[config.mk]
export PLATFORM = sky130hd
export DESIGN_NAME = csw_queue
export DESIGN_NICKNAME = d
export VERILOG_FILES = /design/src/hw/rtl/csw_pkg.sv /design/src/hw/rtl/csw_queue.sv
export SDC_FILE = /design/constraint.sdc
export NUM_CORES = 1
export LEC_CHECK = 0
export ABC_CLOCK_PERIOD_IN_PS = 2800
export BUFFER_PORTS_ARGS = -buffer_cell sky130_fd_sc_hd__buf_2
export CAP_MARGIN = 20
export CORE_MARGIN = 4
export CORE_UTILIZATION = 59
export CTS_BUF_LIST = sky130_fd_sc_hd__clkbuf_4
export DETAILED_ROUTE_END_ITERATION = 12
export PLACE_DENSITY = 0.82
export SLEW_MARGIN = 20
export SYNTH_ARGS = -nofsm -noshare
export SYNTH_HDL_FRONTEND = slang
export SYNTH_SLANG_ARGS = --single-unit
export TNS_END_PERCENT = 5
[constraint.sdc]
create_clock -name i_clk -period 2.8 [get_ports i_clk]
set_input_delay 0.42 -clock i_clk [delete_from_list [all_inputs] [get_ports i_clk]]
set_output_delay 0.42 -clock i_clk [all_outputs]
set_load 0.01 [all_outputs]
[src/hw/rtl/csw_pkg.sv]
package csw_pkg;

    localparam int OFFSET_BITS = 32;
    localparam int NEXT_W      = OFFSET_BITS + 1;
    localparam int POS_W       = 32;
    localparam int WIDE_W      = 34;

    localparam logic [POS_W-1:0]  POS_MAX   = {POS_W{1'b1}};
    localparam logic [WIDE_W-1:0] OFF_LIMIT = {{(WIDE_W-1){1'b0}}, 1'b1} << OFFSET_BITS;

    localparam int QUEUE_DEPTH = 4;
    localparam int QPTR_W      = $clog2(QUEUE_DEPTH);
    localparam int QCNT_W      = $clog2(QUEUE_DEPTH + 1);

    localparam int CFG_IDX_W  = 8;
    localparam int CFG_DATA_W = 32;

    localparam logic [CFG_IDX_W-1:0] REG_TARGET_INDEX = CFG_IDX_W'(0);
    localparam logic [CFG_IDX_W-1:0] REG_TARGET_MAGIC = CFG_IDX_W'(1);

    localparam logic [15:0]      MARK_BOM_A    = 16'hFFFE;
    localparam logic [15:0]      MARK_BOM_B    = 16'hFEFF;
    localparam logic [POS_W-1:0] POS_HEAD_DONE = POS_W'(8);
    localparam logic [POS_W-1:0] POS_HDR_DONE  = POS_W'(16);
    localparam logic [15:0]      HLEN_MIN      = 16'h0010;
    localparam int               SEC_HDR_BYTES = 8;

    typedef enum logic [1:0] {
        KIND_BODY,
        KIND_HEAD,
        KIND_HDR,
        KIND_SKIP
    } t_kind;

    typedef struct packed {
        t_kind            kind;
        logic             last;
        logic [7:0]       data_byte;
        logic [POS_W-1:0] pos;
    } t_item;

endpackage

[src/hw/rtl/csw_queue.sv]
module csw_queue
    import csw_pkg::*;
(
    input  logic  i_clk,
    input  logic  i_rst_n,
    input  logic  i_push_valid,
    input  t_item i_push_item,
    output logic  o_push_ready,
    output logic  o_pop_valid,
    output t_item o_pop_item,
    input  logic  i_pop_ready
);

    t_item             r_mem [QUEUE_DEPTH];
    logic [QPTR_W-1:0] r_wp;
    logic [QPTR_W-1:0] r_rp;
    logic [QCNT_W-1:0] r_cnt;
    logic              push;
    logic              pop;

    assign o_push_ready = (r_cnt != QCNT_W'(QUEUE_DEPTH));
    assign o_pop_valid  = (r_cnt != '0);
    assign o_pop_item   = r_mem[r_rp];
    assign push         = i_push_valid && o_push_ready;
    assign pop          = o_pop_valid && i_pop_ready;

    always_ff @(posedge i_clk) begin
        if (push) begin
            r_mem[r_wp] <= i_push_item;
        end
    end

    always_ff @(posedge i_clk) begin
        if (!i_rst_n) begin
            r_wp  <= '0;
            r_rp  <= '0;
            r_cnt <= '0;
        end else begin
            if (push) begin
                r_wp <= r_wp + QPTR_W'(1);
            end
            if (pop) begin
                r_rp <= r_rp + QPTR_W'(1);
            end
            if (push && !pop) begin
                r_cnt <= r_cnt + QCNT_W'(1);
            end else if (pop && !push) begin
                r_cnt <= r_cnt - QCNT_W'(1);
            end
        end
    end

endmodule

Word level (Yosys, flattened, before mapping):

Memory sizes are Yosys's and may differ from the RTL's. A register that Yosys moved wholly into a read port is not among the register bits.
Cells that the tools add are included.

* memory bits (writable): 172
* memories: 1
* word-level logic and storage cells: 23
* bits in registers: 7

* eq/ne operators: 1
* reductions and logical operators: 8
* mux-type cells: 6
* $add $sub $neg: 4

Memory list
* r_mem: words 4, bits a word 43, read ports 1, clocked after Yosys merged registers in 1, wr ports 1, RTL line csw_queue.sv:14 `t_item r_mem [QUEUE_DEPTH];`

Operators by type and width (count)
* two-way mux 3 bit: 2
* adder 2 x 1 -> 2 bit, second input constant: 2
* logical AND 1 bit: 4
* two-way mux 2 bit: 2
* adder 3 x 1 -> 3 bit, second input constant: 1
* != test 3 bit, second input constant: 1
* nonzero test 3 bit: 1
* subtractor 3 x 1 -> 3 bit, second input constant: 1
* zero test 1 bit: 2
* two-way mux 1 bit: 2
* nonzero test 2 bit: 1

Longest topological paths before layout:

* depth after elaboration: 6
* depth in mapped cells: 8
* mapped depth without buffers: 8

Worst setup path before layout:

Ideal clock, no wire load.

* kind: flip-flop to flip-flop
* start point: reg r_cnt[0]
* end point: mem r_mem[0][0] (netlist name) (enable)
* data arrival time: 1934 ps
* cell stages (with the launch flop): 4
* path slack: 461 ps
* setup time: 405 ps
* buffers on the path: 0
* cell sequence: dfxtp_1 > nor2_1 > a21boi_2 > and2_1

* word-level cells in the longest chain between the ends: 4

RTL lines
* start: declaration: RTL line csw_queue.sv:17 `logic [QCNT_W-1:0] r_cnt;`
* start signal: assignment: RTL line csw_queue.sv:46 `r_cnt <= r_cnt + QCNT_W'(1);`
* start signal: assignment: RTL line csw_queue.sv:48 `r_cnt <= r_cnt - QCNT_W'(1);`
* != test 3 bit: RTL line csw_queue.sv:21 `assign o_push_ready = (r_cnt != QCNT_W'(QUEUE_DEPTH));`
* logical AND 1 bit: RTL line csw_queue.sv:24 `assign push = i_push_valid && o_push_ready;`
* named net push: RTL line csw_queue.sv:18 `logic push;`
* two-way mux 1 bit: RTL line csw_queue.sv:28 `if (push) begin`
* two-way mux 1 bit (not written as such): RTL line csw_queue.sv:29 `r_mem[r_wp] <= i_push_item;`
* end: declaration: RTL line csw_queue.sv:14

The timed path passes the listed nets, and every way through them passes these cells.

==> impl_metrics.json <==
{
  "final_max_slew_viol_count": 0,
  "timing.rr.end": "r_cnt[2]",
  "hold_viol": 0,
  "r2r_slack_ns": 0.38,
  "cts_made_buffers": 17,
  "yosys_warnings": 0,
  "synth_seq_cells": 181,
  "placed_area_um2": 7400,
  "clockBufferDepth": 2,
  "cts_hold_buf": 0,
  "start_util_pct": 61.2,
  "synth_top_area_share_pct": 76.5,
  "grt_pass1_wl_um": 16900,
  "slowest_delay_ns": 0.65,
  "numClockSinks": 181,
  "synth_area_leaders": "edfxtp_1 76%, mux4_2 13%, dfxtp_1 2.7%",
  "hold_depth": 1,
  "drive_gt1_share_pct": 45.6,
  "layout_commonest_cell": "edfxtp_1",
  "drtIter0Drc": 199,
  "path_max_fanout": 22,
  "place_congestion": 0.759,
  "syn_nets": 326,
  "outcome": "complete, no violations",
  "via_per_inst": 5.61,
  "fp-row-count": 38,
  "path_clk_slew_ns": 0.14,
  "netlist-cell-type-count": 24,
  "syn_inst": 273,
  "skew_ns": 0.0203,
  "crit_slowest_cell": "dfxtp_4",
  "p_leak_nw": 2.59,
  "path_delay_family": "flip-flops",
  "p_comb_share_pct": 25.1,
  "period_share_pct": 91.7,
  "cp-endpoint": "o_pop_item[18]",
  "hp-start": "i_push_item[7]",
  "clock.fmax_mhz": 389,
  "worstSkewPairLatency_ns": 0.53,
  "wl_per_cell_um": 20.4,
  "diodes": 0,
  "share_seq_of_total_power_pct": 54.6,
  "setup_viol": 0,
  "first_pass_iters": 5,
  "worstMarginPinSlew_ns": 0.522,
  "clkPwrFrac_pct": 20.3,
  "cts-resized-gates": 0,
  "cts_root_buf": "clkbuf_4",
  "io_buffer_count": 91,
  "layout_common_cells": "172 x edfxtp_1, 91 x buf_2, 40 x mux4_2",
  "maxSlewHeadroom_pct": 65.2,
  "critPathBufInv": 2,
  "rsz0062_at_grt": "no",
  "hold_path_class": "in2reg",
  "dieArea_um2": 13200,
  "crit_path_cell_trace": "buf_4 > mux4_2 > buf_2",
  "die_h_um": 115,
  "ys_seq_area_share_pct": 79.1,
  "netSwitchingPower_mw": 1.78,
  "cp-end-kind": "primary output",
  "core_area_um2": 11000,
  "setup.worst_path.start_class": "register",
  "crit_required_ns": 2.38,
  "syn_area_um2": 6760,
  "critPathKind": "reg2out",
  "area_growth_pct": 13.4,
  "overflow": 0,
  "vdd_drop_max_mv": 0.519,
  "drc": 0,
  "finalWirelength_um": 10900,
  "finalCriticalPeriod_ns": 2.57,
  "final_area_um2": 7660,
  "htreeDepth": 4,
  "track_usage_pct": 17.6,
  "grt_pass1_vias": 3222,
  "tritoncts": "built",
  "fp.dieW_um": 115,
  "power_density_nw_per_um2": 834,
  "swShare_pct": 27.9,
  "ff2ff_path_depth": 8,
  "yosys.area.top_type": "edfxtp_1",
  "cp_data_arrival_time_ns": 2.15,
  "grt_max_degree": 44,
  "antenna_found_initial": 1,
  "intPower_mw": 4.61,
  "syn_area_per_cell_um2": 24.7,
  "post_cts_buffers": 0,
  "reg2reg_from": "r_cnt[0]",
  "fin_tns_setup_ns": 0,
  "drv_cap": 0,
  "cp_num_cells": 3,
  "final_nets": 435,
  "vias": 3004,
  "ant_nets": 0,
  "io-pin-count": 92
}
[state kept, by name (all words and copies together) (netlist names), named ones only]
| name | flops |
|---|---|
| r_cnt | 3 |
| r_wp | 2 |
| r_rp | 2 |
| r_mem | 172 |
[power by group through the flow]
stage / clock (mW) / sequential [mW] / combinational, mW
floorplan: 0 / 3.43 / 1.23
global placement: 0 / 3.53 / 1.60
detailed placement: 0 / 3.56 / 1.63
CTS: 1.34 / 3.50 / 1.64
global route: 1.47 / 3.53 / 1.73
finish: 1.30 / 3.49 / 1.60
[metal layers]
layer | routed length (µm) | global-route usage [%]
met3 | 591 | 5.53
met1 | 4510 | 22.8
met5 | 13 | 0
met4 | 103 | 5.63
met2 | 5700 | 28.9
[cell usage after synthesis, drive strengths merged]
cell	count
dfxtp	9
edfxtp	172
o31ai	1
xor2	1
o311ai	1
nor2	1
nand2	5
fa	1
mux2i	3
buf	9
mux4	43
xnor2	3
o21ai	1
and2	8
or3	2
nor2b	1
inv	3
clkbuf	2
ha	5
a21boi	2
[final cells by class]
cell class | instances | area, µm²
Multi-Input combinational cell | 78 | 1280
Tap cell | 140 | 175
Clock inverter | 12 | 108
Clock buffer | 20 | 150
Timing Repair Buffer | 101 | 581
Sequential cell | 181 | 5350
Fill cell | 715 | 3370
Inverter | 3 | 11.3
[worst register-to-register path: cells and delay by family (launching register included)]
kind / cells / cell delay (ns)
and+or+nand+nor: 2 / 0.45
AOI/OAI and AO/OA: 2 / 0.49
xor gates and xnor gates: 1 / 0.18
buffers and inverters: 1 / 0.07
adders and majority gates: 2 / 0.63
DFF: 1 / 0.54
[worst min path at each step]
stage                               to  slack [ns]
after floorplan                r_wp[1]        0.47
after global placement         r_wp[1]        0.48
after detailed placement       r_wp[1]        0.50
after CTS                  r_mem[1][7]        0.04
after global routing      r_mem[0][25]        0.01
final                      r_mem[1][7]        0.09
[cell families after synthesis]
family / Yosys count / share of synthesized area (%)
compound gates: 5 / 0.908
simple gates: 17 / 1.35
xor+xnor: 4 / 0.519
fa+ha+maj: 6 / 1.22
mux: 46 / 14.9
flops: 181 / 79.1
buf+inv: 14 / 1.93
[metrics by stage]
stage	instances	worst slack, ns	util, %	hold WS, ns	power, mW
floorplan	273	0.461	-	0.468	4.66
global placement	503	0.597	67.1	0.481	5.14
detailed placement	503	0.396	67.1	0.501	5.19
CTS	535	0.131	69.4	0.0390	6.47
global route	535	0.0214	69.4	0.0110	6.72
finish	535	0.231	69.4	0.0936	6.39
No activity file was read; power rests on OpenSTA's default activity.
